==> config.mk <==
export PLATFORM = sky130hd
export DESIGN_NAME = string_literal_escape_transcoder
export DESIGN_NICKNAME = d
export VERILOG_FILES = /design/src/slet_pkg.sv /design/src/slet_front.sv /design/src/slet_queue.sv /design/src/slet_back.sv /design/src/string_literal_escape_transcoder.sv
export SDC_FILE = /design/constraint.sdc
export NUM_CORES = 1
export LEC_CHECK = 0
export ABC_AREA = 1
export BUFFER_PORTS_ARGS = -buffer_cell sky130_fd_sc_hd__buf_2
export CORE_ASPECT_RATIO = 1.5
export CORE_MARGIN = 10
export CORE_UTILIZATION = 58
export DETAILED_ROUTE_END_ITERATION = 8
export PLACE_DENSITY = 0.79
export SYNTH_ARGS = -nofsm -noshare
export SYNTH_HDL_FRONTEND = slang
export SYNTH_SLANG_ARGS = --single-unit
==> constraint.sdc <==
create_clock -name clk -period 3.4 [get_ports clk]
set_input_delay 0.68 -clock clk [delete_from_list [all_inputs] [get_ports clk]]
set_output_delay 0.68 -clock clk [all_outputs]
set_load 0.05 [all_outputs]
==> src/slet_pkg.sv <==
// ----------------------------------------------------------------------------
// slet_pkg - shared types and constants of the literal escape transcoder
// Phase codes, status codes and the item carried from the front to the back.
// ----------------------------------------------------------------------------
package slet_pkg;

	typedef enum logic [7:0] {
		PH_IDLE   = 8'b0000_0001,
		PH_SAW3   = 8'b0000_0010,
		PH_SAW1   = 8'b0000_0100,
		PH_WIDTH  = 8'b0000_1000,
		PH_ORDER  = 8'b0001_0000,
		PH_BODY   = 8'b0010_0000,
		PH_ESC    = 8'b0100_0000,
		PH_DIGITS = 8'b1000_0000
	} phase_t;

	localparam logic [2:0] ST_OK    = 3'd0;
	localparam logic [2:0] ST_UTF8  = 3'd1;
	localparam logic [2:0] ST_ESC   = 3'd2;
	localparam logic [2:0] ST_DIGIT = 3'd3;
	localparam logic [2:0] ST_RANGE = 3'd4;

	localparam logic [1:0] US_8  = 2'd0;
	localparam logic [1:0] US_16 = 2'd1;
	localparam logic [1:0] US_32 = 2'd2;

	localparam logic [20:0] CP_MAX = 21'h10FFFF;
	localparam logic [20:0] CP_OVF = 21'h110000;

	localparam int QDEPTH = 4;
	localparam int QAW    = $clog2(QDEPTH);

	// command from front to back: either a code point or a status-only item
	typedef struct packed {
		logic        is_cp;
		logic [20:0] cp;
		logic [1:0]  unit;
		logic        little;
		logic        done;
		logic [2:0]  status;
	} cmd_t;

endpackage

==> src/slet_front.sv <==
// ----------------------------------------------------------------------------
// slet_front - prefix parse, utf-8 and escape decode
// Consumes one item per cycle if the queue has room, at most one command each.
// ----------------------------------------------------------------------------
module slet_front import slet_pkg::*; (
	input  logic       clk,
	input  logic       arst_n,
	input  logic       native_little,
	input  logic       in_valid,
	output logic       in_ready,
	input  logic [7:0] in_byte,
	input  logic       token_start,
	output logic       cmd_valid,
	input  logic       cmd_ready,
	output cmd_t       cmd
);

	phase_t      phase_q;
	logic [1:0]  unit_q;
	logic [1:0]  order_q;
	logic [7:0]  delim_q;
	logic [20:0] acc_q;
	logic [3:0]  digits_q;
	logic [1:0]  u8left_q;
	logic        hex_q;

	phase_t      phase_d;
	logic [1:0]  unit_d;
	logic [1:0]  order_d;
	logic [7:0]  delim_d;
	logic [20:0] acc_d;
	logic [3:0]  digits_d;
	logic [1:0]  u8left_d;
	logic        hex_d;
	logic        push;
	cmd_t        c;

	logic        little;
	logic [3:0]  dig;
	logic        dig_ok;
	logic [24:0] acc_next;
	logic [7:0]  delim_eff;

	assign in_ready = cmd_ready;
	assign little = (order_q == 2'd1) || (order_q != 2'd2 && native_little);

	// digit value of the current byte
	always_comb begin
		dig = 4'd0;
		dig_ok = 1'b0;
		if (in_byte >= "0" && in_byte <= "7") begin
			dig = in_byte[3:0]; dig_ok = 1'b1;
		end else if (hex_q && (in_byte == "8" || in_byte == "9")) begin
			dig = in_byte[3:0]; dig_ok = 1'b1;
		end else if (hex_q && ((in_byte >= "A" && in_byte <= "F") ||
			(in_byte >= "a" && in_byte <= "f"))) begin
			dig = in_byte[3:0] + 4'd9; dig_ok = 1'b1;
		end
		acc_next = hex_q ? {acc_q, dig} : {1'b0, acc_q, dig[2:0]};
	end

	// next state and command
	always_comb begin
		logic bodyrun;
		logic ok;
		phase_d = phase_q; unit_d = unit_q; order_d = order_q; delim_d = delim_q;
		acc_d = acc_q; digits_d = digits_q; u8left_d = u8left_q; hex_d = hex_q;
		push = 1'b0;
		bodyrun = 1'b0;
		ok = 1'b0;
		delim_eff = delim_q;
		c = '0;
		c.unit = unit_q;
		c.little = little;
		if (token_start) begin
			unit_d = US_8; order_d = 2'd0; delim_d = 8'd0; acc_d = '0;
			digits_d = '0; u8left_d = '0; hex_d = 1'b0;
			if (in_byte == "3") phase_d = PH_SAW3;
			else if (in_byte == "1") phase_d = PH_SAW1;
			else if (in_byte == "8") phase_d = PH_WIDTH;
			else if (in_byte == "L" || in_byte == "l") begin
				order_d = 2'd1; phase_d = PH_ORDER;
			end else if (in_byte == "B" || in_byte == "b") begin
				order_d = 2'd2; phase_d = PH_ORDER;
			end else begin
				delim_d = in_byte; phase_d = PH_BODY;
			end
		end else begin
			unique case (phase_q)
				PH_IDLE: ;
				PH_SAW3, PH_SAW1: begin
					if (phase_q == PH_SAW3 && in_byte == "2") begin
						unit_d = US_32; phase_d = PH_WIDTH;
					end else if (phase_q == PH_SAW1 && in_byte == "6") begin
						unit_d = US_16; phase_d = PH_WIDTH;
					end else begin
						delim_eff = (phase_q == PH_SAW3) ? 8'h33 : 8'h31;
						delim_d = delim_eff;
						phase_d = PH_BODY;
						bodyrun = 1'b1;
					end
				end
				PH_WIDTH: begin
					if (in_byte == "L" || in_byte == "l") begin
						order_d = 2'd1; phase_d = PH_ORDER;
					end else if (in_byte == "B" || in_byte == "b") begin
						order_d = 2'd2; phase_d = PH_ORDER;
					end else begin
						delim_d = in_byte; phase_d = PH_BODY;
					end
				end
				PH_ORDER: begin
					delim_d = in_byte; phase_d = PH_BODY;
				end
				PH_BODY: bodyrun = 1'b1;
				PH_ESC: begin
					phase_d = PH_BODY;
					push = 1'b1;
					c.is_cp = 1'b1;
					case (in_byte)
						"a": c.cp = 21'h07;
						"b": c.cp = 21'h08;
						"e": c.cp = 21'h1B;
						"f": c.cp = 21'h0C;
						"n": c.cp = 21'h0A;
						"t": c.cp = 21'h09;
						"r": c.cp = 21'h0D;
						"v": c.cp = 21'h0B;
						"\\", "'", "\"": c.cp = {13'd0, in_byte};
						"z": c.cp = 21'h0;
						"0", "1", "2", "3", "4", "5", "6", "7": begin
							push = 1'b0;
							acc_d = {18'd0, in_byte[2:0]};
							digits_d = (unit_q == US_8) ? 4'd2 :
								(unit_q == US_16) ? 4'd5 : 4'd10;
							hex_d = 1'b0;
							phase_d = PH_DIGITS;
						end
						"x", "u", "U": begin
							push = 1'b0;
							acc_d = '0;
							digits_d = (in_byte == "x") ? 4'd2 :
								(in_byte == "u") ? 4'd4 : 4'd8;
							hex_d = 1'b1;
							phase_d = PH_DIGITS;
						end
						default: begin
							c.is_cp = 1'b0;
							c.status = ST_ESC;
							c.done = (in_byte == delim_q);
							phase_d = c.done ? PH_IDLE : PH_BODY;
						end
					endcase
				end
				PH_DIGITS: begin
					if (!dig_ok) begin
						digits_d = '0;
						push = 1'b1;
						c.status = ST_DIGIT;
						c.done = (in_byte == delim_q);
						phase_d = c.done ? PH_IDLE : PH_BODY;
					end else begin
						if (acc_q > CP_MAX || acc_next > {4'd0, CP_MAX}) acc_d = CP_OVF;
						else acc_d = acc_next[20:0];
						digits_d = digits_q - 4'd1;
						if (digits_q == 4'd1) begin
							phase_d = PH_BODY;
							push = 1'b1;
							c.is_cp = 1'b1;
							c.cp = acc_d;
						end
					end
				end
				default: ;
			endcase
		end
		// body byte: utf-8 continuation or lead, delimiter, escape or ascii
		if (bodyrun) begin
			if (u8left_q != 2'd0) begin
				ok = (in_byte[7:6] == 2'b10);
				if (u8left_q == 2'd3) begin
					if (acc_q == 21'd0 && in_byte < 8'h90) ok = 1'b0;
					if (acc_q == 21'd4 && in_byte > 8'h8F) ok = 1'b0;
				end else if (u8left_q == 2'd2 && acc_q < 21'd16) begin
					if (acc_q == 21'd0 && in_byte < 8'hA0) ok = 1'b0;
					if (acc_q == 21'hD && in_byte > 8'h9F) ok = 1'b0;
				end
				if (!ok) begin
					u8left_d = '0;
					push = 1'b1;
					c.status = ST_UTF8;
					c.done = (in_byte == delim_eff);
					phase_d = c.done ? PH_IDLE : PH_BODY;
				end else begin
					acc_d = {acc_q[14:0], in_byte[5:0]};
					u8left_d = u8left_q - 2'd1;
					if (u8left_q == 2'd1) begin
						push = 1'b1; c.is_cp = 1'b1; c.cp = acc_d;
					end
				end
			end else if (in_byte == delim_eff) begin
				push = 1'b1; c.done = 1'b1; phase_d = PH_IDLE;
			end else if (in_byte == "\\") begin
				phase_d = PH_ESC;
			end else if (!in_byte[7]) begin
				push = 1'b1; c.is_cp = 1'b1; c.cp = {13'd0, in_byte};
			end else if (in_byte >= 8'hC2 && in_byte <= 8'hDF) begin
				acc_d = {16'd0, in_byte[4:0]}; u8left_d = 2'd1;
			end else if (in_byte >= 8'hE0 && in_byte <= 8'hEF) begin
				acc_d = {17'd0, in_byte[3:0]}; u8left_d = 2'd2;
			end else if (in_byte >= 8'hF0 && in_byte <= 8'hF4) begin
				acc_d = {18'd0, in_byte[2:0]}; u8left_d = 2'd3;
			end else begin
				push = 1'b1; c.status = ST_UTF8;
			end
		end
	end

	assign cmd_valid = in_valid && push;
	assign cmd = c;

	// parser state
	always_ff @(posedge clk or negedge arst_n) begin
		if (!arst_n) begin
			phase_q <= PH_IDLE; unit_q <= US_8; order_q <= '0; delim_q <= '0;
			acc_q <= '0; digits_q <= '0; u8left_q <= '0; hex_q <= 1'b0;
		end else if (in_valid && in_ready) begin
			phase_q <= phase_d; unit_q <= unit_d; order_q <= order_d;
			delim_q <= delim_d; acc_q <= acc_d; digits_q <= digits_d;
			u8left_q <= u8left_d; hex_q <= hex_d;
		end
	end

	assert property (@(posedge clk) disable iff (!arst_n)
		(phase_q == PH_IDLE && !token_start) |-> !push)
		else $error("result pushed outside a literal");
	assert property (@(posedge clk) disable iff (!arst_n)
		(phase_q != PH_BODY) |-> (u8left_q == 2'd0))
		else $error("utf-8 sequence left open outside body");
	assert property (@(posedge clk) disable iff (!arst_n)
		(phase_q == PH_DIGITS) |-> (digits_q != 4'd0))
		else $error("digit phase with no digits left");

endmodule

==> src/slet_queue.sv <==
// ----------------------------------------------------------------------------
// slet_queue - short command queue between front and back
// Register array with head and tail pointers and a fill count.
// ----------------------------------------------------------------------------
module slet_queue import slet_pkg::*; (
	input  logic clk,
	input  logic arst_n,
	input  logic wr_valid,
	output logic wr_ready,
	input  cmd_t wr_data,
	output logic rd_valid,
	input  logic rd_ready,
	output cmd_t rd_data
);

	cmd_t         mem_q [QDEPTH];
	logic [QAW-1:0] head_q, tail_q;
	logic [QAW:0]   count_q;
	logic           wr, rd;

	assign wr_ready = (count_q != QAW'(0) + (QAW+1)'(QDEPTH));
	assign rd_valid = (count_q != '0);
	assign rd_data  = mem_q[head_q];
	assign wr = wr_valid && wr_ready;
	assign rd = rd_valid && rd_ready;

	// storage
	always_ff @(posedge clk) begin
		if (wr) mem_q[tail_q] <= wr_data;
	end

	// pointers
	always_ff @(posedge clk or negedge arst_n) begin
		if (!arst_n) begin
			head_q <= '0; tail_q <= '0; count_q <= '0;
		end else begin
			if (wr) tail_q <= tail_q + 1'b1;
			if (rd) head_q <= head_q + 1'b1;
			count_q <= count_q + (QAW+1)'(wr) - (QAW+1)'(rd);
		end
	end

	assert property (@(posedge clk) disable iff (!arst_n)
		count_q <= (QAW+1)'(QDEPTH))
		else $error("queue overfilled");
	assert property (@(posedge clk) disable iff (!arst_n)
		(wr && !rd) |=> (count_q == $past(count_q) + 1'b1))
		else $error("queue count lost a write");

endmodule

==> src/slet_back.sv <==
// ----------------------------------------------------------------------------
// slet_back - code point encoder
// Turns one command into one to four output items, one per cycle while ready.
// ----------------------------------------------------------------------------
module slet_back import slet_pkg::*; (
	input  logic       clk,
	input  logic       arst_n,
	input  logic       cmd_valid,
	output logic       cmd_ready,
	input  cmd_t       cmd,
	output logic       out_valid,
	input  logic       out_ready,
	output logic [7:0] out_byte,
	output logic       has_byte,
	output logic       char_last,
	output logic       literal_done,
	output logic [2:0] status
);

	logic [1:0] idx_q;
	logic [1:0] nbytes;
	logic [7:0] b [4];
	logic       bad;
	logic [19:0] cs;
	logic [15:0] hi, lo;
	logic [31:0] w32;
	logic        last;

	// encode the whole code point; idx selects the byte
	always_comb begin
		bad = cmd.is_cp && (cmd.cp > CP_MAX || (cmd.cp >= 21'hD800 && cmd.cp <= 21'hDFFF));
		cs = 20'(cmd.cp - 21'h10000);
		hi = 16'hD800 | {6'd0, cs[19:10]};
		lo = 16'hDC00 | {6'd0, cs[9:0]};
		w32 = {11'd0, cmd.cp};
		for (int k = 0; k < 4; k++) b[k] = 8'd0;
		nbytes = 2'd0;
		if (!cmd.is_cp || bad) begin
			nbytes = 2'd0;
		end else if (cmd.unit == US_8) begin
			if (cmd.cp < 21'h80) begin
				b[0] = cmd.cp[7:0];
			end else if (cmd.cp < 21'h800) begin
				nbytes = 2'd1;
				b[0] = {3'b110, cmd.cp[10:6]}; b[1] = {2'b10, cmd.cp[5:0]};
			end else if (cmd.cp < 21'h10000) begin
				nbytes = 2'd2;
				b[0] = {4'b1110, cmd.cp[15:12]}; b[1] = {2'b10, cmd.cp[11:6]};
				b[2] = {2'b10, cmd.cp[5:0]};
			end else begin
				nbytes = 2'd3;
				b[0] = {5'b11110, cmd.cp[20:18]}; b[1] = {2'b10, cmd.cp[17:12]};
				b[2] = {2'b10, cmd.cp[11:6]}; b[3] = {2'b10, cmd.cp[5:0]};
			end
		end else if (cmd.unit == US_16) begin
			if (cmd.cp < 21'h10000) begin
				nbytes = 2'd1;
				b[0] = cmd.little ? cmd.cp[7:0] : cmd.cp[15:8];
				b[1] = cmd.little ? cmd.cp[15:8] : cmd.cp[7:0];
			end else begin
				nbytes = 2'd3;
				b[0] = cmd.little ? hi[7:0] : hi[15:8];
				b[1] = cmd.little ? hi[15:8] : hi[7:0];
				b[2] = cmd.little ? lo[7:0] : lo[15:8];
				b[3] = cmd.little ? lo[15:8] : lo[7:0];
			end
		end else begin
			nbytes = 2'd3;
			for (int k = 0; k < 4; k++)
				b[k] = cmd.little ? w32[8*k +: 8] : w32[24-8*k +: 8];
		end
		last = (idx_q == nbytes);
	end

	// output fields
	always_comb begin
		out_valid = cmd_valid;
		has_byte = cmd.is_cp && !bad;
		out_byte = has_byte ? b[idx_q] : 8'd0;
		char_last = has_byte && last;
		literal_done = cmd.done;
		status = bad ? ST_RANGE : cmd.status;
		cmd_ready = out_ready && last;
	end

	// byte index within the current command
	always_ff @(posedge clk or negedge arst_n) begin
		if (!arst_n) idx_q <= '0;
		else if (out_valid && out_ready) idx_q <= last ? 2'd0 : idx_q + 2'd1;
	end

	assert property (@(posedge clk) disable iff (!arst_n)
		(idx_q != 2'd0) |-> cmd_valid)
		else $error("byte index advanced without a command");
	assert property (@(posedge clk) disable iff (!arst_n)
		(out_valid && !has_byte) |-> last)
		else $error("status item spans several bytes");
	assert property (@(posedge clk) disable iff (!arst_n)
		(out_valid && !out_ready) |=> (idx_q == $past(idx_q)))
		else $error("byte index moved while stalled");

endmodule

==> src/string_literal_escape_transcoder.sv <==
// ----------------------------------------------------------------------------
// string_literal_escape_transcoder - literal token to utf-8/16/32 bytes
// Front parser, command queue and byte encoder.
// ----------------------------------------------------------------------------
// One input byte is taken per cycle while the command queue has room; each
// byte yields at most one command, and the encoder sends one output item per
// cycle while the receiver is ready; a code point gives one item per encoded
// byte (one to four, four for utf-32), a status item one. The encoder's single
// output port sets the sustained rate; the four-entry queue absorbs bursts.
module string_literal_escape_transcoder import slet_pkg::*; (
	input  logic        clk,
	input  logic        arst_n,
	input  logic        cfg_we,
	input  logic        cfg_wdata,
	input  logic        s_tvalid,
	output logic        s_tready,
	input  logic [7:0]  s_tdata,   // in_byte
	input  logic        s_tuser,   // token_start
	output logic        m_tvalid,
	input  logic        m_tready,
	output logic [7:0]  m_tdata,   // out_byte
	output logic [4:0]  m_tuser,   // has_byte, char_last, status
	output logic        m_tlast    // literal_done
);

	logic native_little_q;
	logic fq_valid, fq_ready, qb_valid, qb_ready;
	cmd_t fq_cmd, qb_cmd;
	logic [7:0] ob;
	logic hb, cl, ld;
	logic [2:0] st;

	// native byte order register
	always_ff @(posedge clk or negedge arst_n) begin
		if (!arst_n) native_little_q <= 1'b1;
		else if (cfg_we) native_little_q <= cfg_wdata;
	end

	slet_front u_front (
		.clk, .arst_n, .native_little(native_little_q),
		.in_valid(s_tvalid), .in_ready(s_tready), .in_byte(s_tdata),
		.token_start(s_tuser), .cmd_valid(fq_valid), .cmd_ready(fq_ready), .cmd(fq_cmd)
	);

	slet_queue u_queue (
		.clk, .arst_n, .wr_valid(fq_valid), .wr_ready(fq_ready), .wr_data(fq_cmd),
		.rd_valid(qb_valid), .rd_ready(qb_ready), .rd_data(qb_cmd)
	);

	slet_back u_back (
		.clk, .arst_n, .cmd_valid(qb_valid), .cmd_ready(qb_ready), .cmd(qb_cmd),
		.out_valid(m_tvalid), .out_ready(m_tready), .out_byte(ob), .has_byte(hb),
		.char_last(cl), .literal_done(ld), .status(st)
	);

	assign m_tdata = ob;
	assign m_tuser = {st, cl, hb};
	assign m_tlast = ld;

endmodule

-- Word level (Yosys, flattened, before mapping)
Memories as Yosys holds them, arrays and structs flattened.
Index checks and enable logic that the tools add are counted.
W data, S select, Z words.
- bits in registers: 58
- bits in writable memories: 116
- bits of input ports: 15
- output and inout port bits: 16
- logic and storage cells: 342
- memories kept: 1
- memories (memory ; depth ; bits a word ; read ports ; clocked after memory_dff ; write ports ; line ; text):
    u_queue.mem_q ; 4 ; 29 ; 1 ; 0 ; 1 ; slet_queue.sv:16 ; cmd_t mem_q [QDEPTH];
- add/sub/neg operators: 9
- $lt $le $gt $ge: 26
- equality and inequality tests: 53
- muxes and demuxes: 178
- bitwise operators: 1
- reduce and logical (&&, ||, !) cells: 61
- operators by type and width (cell ; count):
    $mux W8 ; 40
    $mux W21 ; 13
    $mux W22 ; 10
    $eq A8 B7 Y1 const B ; 17
    $eq A8 B6 Y1 const B ; 13
    $mux W32 ; 3
    $pmux W21 S2 ; 2
    $pmux W8 S9 ; 1
    $mux W16 ; 4
    $mux W2 ; 31
    $mux W4 ; 15
    $pmux W22 S2 ; 1
    $gt A21 B21 Y1 const B ; 2
    $pmux W8 S5 ; 1
    $mux W1 ; 35
    $logic_and A1 B1 Y1 ; 26
    $gt A25 B21 Y1 const B ; 1
    $mux W25 ; 1
    $ge A8 B8 Y1 const B ; 3
    $le A8 B8 Y1 const B ; 3
    $mux W24 ; 1
    $mux W6 ; 4
    $pmux W4 S2 ; 3
    $pmux W8 S3 ; 1
    55 further kinds ; 97

-- Depth between registers and ports, before layout
- depth after elaboration: 22
- gate-level depth with buffers: 27
- mapped depth without buffers: 25

-- By module
From an unflattened synthesis, not the netlist that was laid out.
- cell total of the unflattened synthesis: 1763
- area total of the unflattened synthesis: 12816.0 µm²
- modules (own cells, without submodules) (module ; times used ; cells an instance ; area each (µm²) ; seq. area each (µm²)):
    slet_front ; 1 ; 862 ; 5320.1 ; 1202.4
    slet_queue ; 1 ; 426 ; 5069.9 ; 3658.5
    slet_back ; 1 ; 468 ; 2369.8 ; 50.0
    string_literal_escape_transcoder ; 1 ; 7 ; 56.3 ; 26.3

-- Worst setup path after synthesis
Ideal clock, no wire load.
- kind: input-to-reg
- from: input s_tdata[0]
- to: memory u_queue.mem_q[0][0] (netlist name) (enable)
- setup time: 0.413 ns
- arrival time: 3.798 ns
- required time: 2.987 ns
- slack: -0.811 ns
- stages: 16
- buffers on the path: 1
- path through: clkbuf_1 > inv_1 > ha_1 > nand2_1 > nor2_1 > nand2_1 > nand2_2 > nor2_4 > nand3_1 > a21oi_1 > nand4_1 > nand2_1 > nand2_1 > nand2_1 > nand2_1 > nor2_1
- longest elaborated chain between the ends: 22
- elaborated cells between the ends (all ways): 85
- classes of those cells: order compare (16); eq/ne (15); mux (35); reduce/logical (19)
- ends and longest elaborated chain (what ; line ; text):
    start, declared ; string_literal_escape_transcoder.sv:17 ; input logic [7:0] s_tdata,
    $ge A8 B7 Y1 (tied with other cells) ; slet_front.sv:55 ; end else if (hex_q && ((in_byte >= "A" && in_byte <= "F") ||
    $logic_and A1 B1 Y1, on equally long branches ; slet_front.sv:55, slet_front.sv:56 ;
    $logic_or A1 B1 Y1 ; slet_front.sv:55 ;
    $logic_and A1 B1 Y1 ; slet_front.sv:55 ;
    $mux W1 ; slet_front.sv:55 ;
    $mux W1 ; slet_front.sv:53 ; end else if (hex_q && (in_byte == "8" || in_byte == "9")) begin
    $mux W1 ; slet_front.sv:51 ; if (in_byte >= "0" && in_byte <= "7") begin
    $mux W1 ; slet_front.sv:156 ; if (!dig_ok) begin
    (+6 left out) ; -- ;
    $mux W1 ; slet_front.sv:203 ; end else if (in_byte == "\\") begin
    $mux W1 ; slet_front.sv:201 ; end else if (in_byte == delim_eff) begin
    $mux W1 ; slet_front.sv:179 ; if (u8left_q != 2'd0) begin
    $mux W1 * ; slet_front.sv:178 ; if (bodyrun) begin
    $logic_and A1 B1 Y1 * ; slet_front.sv:219 ; assign cmd_valid = in_valid && push;
    $logic_and A1 B1 Y1 * ; slet_queue.sv:24 ; assign wr = wr_valid && wr_ready;
    $mux W1 * ; slet_queue.sv:29 ; if (wr) mem_q[tail_q] <= wr_data;
    $mux W1 (not written as such) * ; slet_queue.sv:29 ;
    end, declared ; slet_queue.sv:16 ;
Mark *: on every way between the ends. The rest lies on a longest branch, timed or not. The select of a mux whose other input is x is not followed.

-- Final worst setup path
- from: register u_queue.head_q[0]
- to: output m_tuser[1]
- longest elaborated chain between the ends: 9
- elaborated cells between the ends (all ways): 25
- classes of those cells: order compare (6); eq/ne (2); mux (7); reduce/logical (9); memory (1)
- ends and longest elaborated chain (what ; line ; text):
    start, declared ; slet_queue.sv:17 ; logic [QAW-1:0] head_q, tail_q;
    start signal, assigned ; slet_queue.sv:38 ; if (rd) head_q <= head_q + 1'b1;
    $mem_v2 Z4 W29 * ; -- ;
    $lt A21 B17 Y1 (tied with other cells) ; slet_back.sv:46, slet_back.sv:56 ;
    $mux W1 or $logic_and A1 B1 Y1 (tied branches) ; slet_back.sv:46, slet_back.sv:31 ;
    $mux W2 or $logic_or A1 B1 Y1 (tied branches) ; slet_back.sv:43, slet_back.sv:31 ;
    $mux W2 or $logic_and A1 B1 Y1 (tied branches) ; slet_back.sv:41, slet_back.sv:31 ;
    $mux W2 or $logic_or A1 B1 Y1 (tied branches) ; slet_back.sv:40, slet_back.sv:38 ;
    $mux W2 ; slet_back.sv:38 ; if (!cmd.is_cp || bad) begin
    $eq A2 B2 Y1 ; slet_back.sv:72 ; last = (idx_q == nbytes);
    $logic_and A1 B1 Y1 * ; slet_back.sv:80 ; char_last = has_byte && last;
    end, declared ; string_literal_escape_transcoder.sv:22 ; output logic [4:0] m_tuser,
Mark *: on every way between the ends. The rest lies on a longest branch, timed or not.

==> run_results.csv <==
group,metric,value,unit
status,status,"finished, violations left",
status,failed_checks,"negative setup slack",
sta,grt_setup_unrepaired,"true",
placed_design,gp_routability_congestion,1.11,
synth,postSynth.asyncResetShare,34.1,%
pwr,pleak,6.70,nW
clock_tree,clock-root-buffer,"clkbuf_16",
drt,vias,13800,
drt,dr.first_iter.drc_count,1471,
cells_and_area,antenna_cells_inserted,0,
drt,drc,0,
die,core.rowCount,65,
synth,synthesized_net_count,1729,
clock_tree,cts_tree,"built",
clock_tree,cts_hold_repair.buffers,0,
sta,setup_violations,14,
die,die_h,198,microns
worst_setup_path,worst_ep_required_time,2.72,ns
worst_setup_path,timing.critical_path.to_type,"output pin",
sta,fin_hold_ws,0.0635,ns
pwr,p_total,14.3,mW
sta,post-route-worst-setup-slack,-0.297,ns
sta,final.min_clock_period,3.70,ns
die,die_area,27400,sq um
clock_tree,ctsLongestPathBuffers,2,
clock_tree,clk-insertion-delay-late,0.45,ns
cells_and_area,fin_nets,1931,
global_routing,grt_max_degree,52,
pwr,power.density_cell_area,926,nW/um^2
global_routing,grtUsageTotal,33.9,%
sta,worst_slew_margin_rel,46.1,%
job,cap_violations,0,
synth,synthesized_cell_area,12200,sq um
worst_setup_path,timing.critical_path.arrival,3.02,ns
drt,dr.pass1.iters,8,
cells_and_area,layout-drive-gt1-share,24.2,%
clock_tree,numCtsBuffers,17,
die,ios,31,
cells_and_area,area_growth_syn_to_fin,26.5,%
global_routing,first_global_vias,13600,
worst_setup_path,path_max_fanout,8,
clock_tree,htree_num_levels,4,
sta,worst-slew-pin-transition,0.808,ns
worst_setup_path,setup.worst_path.start_class,"flop",
sta,timing.final.max_slew_violations,0,
synth,synthesis.area_per_instance,7.21,sq um
synth,synth_ff_type,"edfxtp_1",
synth,synthesis.instances,1695,
synth,synth.distinct_cells,61,
drt,wl,47.6,mm
global_routing,grt_antenna_before_repair,0,
drt,detail-route-antenna-nets,0,
synth,yosysWarnings,0,
cells_and_area,final_cell_count_no_fill,2178,
drt,routed_wire_length_per_instance,21.8,microns
worst_setup_path,critical_path_class,"flop to output pin",
placed_design,number_of_i_o_port_buffers,30,
placed_design,hpwlAfterDp,34.5,mm
sta,hold_viol_final,0,
drt,route.detailed.vias_per_inst,6.34,
global_routing,global_route_wire_length_before_repair,73.8,mm
cells_and_area,filler_cell_count,1599,
clock_tree,clk_pin_slew_worst_paths,0.07,ns
sta,max_freq,271,MHz
synth,number_of_flops_mapped_to_enable_cells_by_yosys,112,
pwr,ir_worst_vdd,0.000640,V
clock_tree,numClockSinks,170,
die,area_of_the_core,20900,sq um
synth,synth.ff_latch_count,170,
die,floorplan.initialDensity,58.4,%
sta,final.period_utilization,109,%
sta,finalClockSkew,0.0115,ns
synth,synth-seq-area-share,39.4,%
die,die-width,139,microns
global_routing,grt_overflow,0,
worst_hold_path,hold_path_class,"input port to asynchronous set/reset pin",
placed_design,place_inst,2112,
-- power by group --
group / total [mW] / leakage [nW] / internal (mW) / switching (mW)
clock: 1.94 / 0.279 / 1.04 / 0.894
sequential: 3.02 / 1.67 / 2.59 / 0.430
combinational: 9.35 / 4.75 / 3.52 / 5.83
-- cells in the final DEF, fill, tap and decap left out, types with 34 or more instances in the layout --
cell type | Yosys | final
o21ai_0 | 126 | 115
a21oi_1 | 112 | 106
nand2_2 | 18 | 34
nand2_1 | 445 | 422
nor2_1 | 167 | 143
nand3_1 | 154 | 144
o211ai_1 | 34 | 34
edfxtp_1 | 112 | 112
inv_1 | 147 | 137
dfrtp_1 | 56 | 54
buf_4 | 15 | 210
-- per-layer routing --
layer / routed length [microns] / track usage, % / up-vias / part of all wire (%)
met2: 23900 / 60.9 / 923 / 50
met3: 3720 / 5.99 / 335 / 7.8
met5: 0 / 0 / - / 0
met1: 15400 / 33.8 / 6367 / 32
met4: 4540 / 27.0 / 0 / 9.5
li1: - / - / 6175 / -
-- stage by stage --
step	instance area [sq um]	setup WS (ns)	TNS, ns	util (%)
floorplan	12300	-0.199	-0.399	-
global placement	14100	-0.166	-0.575	67.3
detailed placement	14100	-0.182	-0.599	67.3
CTS	15300	-0.262	-2.29	73.3
global route	15400	-0.433	-5.02	73.9
finish	15400	-0.297	-2.86	73.9
-- cells by family after synthesis --
logic type,share of synthesized area (%)
muxes,0.0922
and+or+nand+nor,30.9
buffers and inverters,9.00
DFF,39.4
xor gates and xnor gates,0.645
adders and majority gates,2.01
AOI/OAI and AO/OA,17.9
-- registers in the layout, summed over array words and instances (netlist names) --
name,count
u_queue.mem_q,112
u_front.acc_q,21
u_front.delim_q,8
u_front.phase_q,8
u_front.digits_q,4
u_queue.count_q,3
u_back.idx_q,2
u_front.order_q,2
u_front.u8left_q,2
u_front.unit_q,2
u_queue.head_q,2
u_queue.tail_q,2
native_little_q,1
u_front.hex_q,1
-- path summary, 6_finish.rpt --
path                               startpoint                 end  slack (ns)  cells after the start
setup / recovery            u_queue.head_q[0]          m_tuser[1]       -0.30                     20
hold / removal                         arst_n  u_queue.count_q[0]        0.06                      1
setup reg to reg            u_queue.head_q[0]  u_queue.count_q[1]       -0.24                     26
hold reg to reg            u_front.delim_q[4]  u_front.delim_q[4]        0.51                      1
max in group asynchronous              arst_n  u_front.order_q[1]        2.33                      2
min in group clk                    cfg_wdata     native_little_q        0.48                      2
-- cell type report --
type | instances | area, sq um | share of cell area (%)
multi-input cells | 1265 | 6650 | 43.1
flip-flops and latches | 170 | 4820 | 31.2
repair buffers | 272 | 2400 | 15.5
inverters | 171 | 671 | 4.34
clock buffers | 18 | 439 | 2.84
well taps | 268 | 335 | 2.17
clock inverters | 14 | 134 | 0.867
-- synth_stat cells, drive strengths merged, types with 25 or more instances --
master,instances,area share (%)
clkbuf,41,1.3
nand2,465,15
buf,48,2.5
inv,165,5.1
o21ai,135,5.6
edfxtp,112,28
nand3,159,6.8
o211ai,34,2.1
dfrtp,56,11
a21oi,115,4.9
nor2,181,6.2
o22ai,30,1.5
nand4,25,1.3
-- worst max-delay path: stages (launching register included) --
cell     delay [ns]
dfrtp_2        0.45
buf_8          0.16
buf_12         0.13
buf_16         0.12
nand2_1        0.07
nand3_2        0.06
nand2_2        0.09
nor2_2         0.13
nand3_2        0.12
nor2_1         0.14
nand2_1        0.06
nand2_1        0.07
nand2_1        0.06
nand2_2        0.11
nand4_1        0.14
nand2_1        0.11
inv_2          0.05
nor2_4         0.10
nand2_1        0.07
nor2_2         0.14
buf_6          0.18
-- timing repair --
action | in CTS | in global routing
pin swaps | 22 | 19
gates resized for setup | 119 | 32
endpoints found under the setup margin | 15 | 15
setup buffers | 27 | 4
gates cloned | 4 | 0
Power figures use the tool's default switching activity.
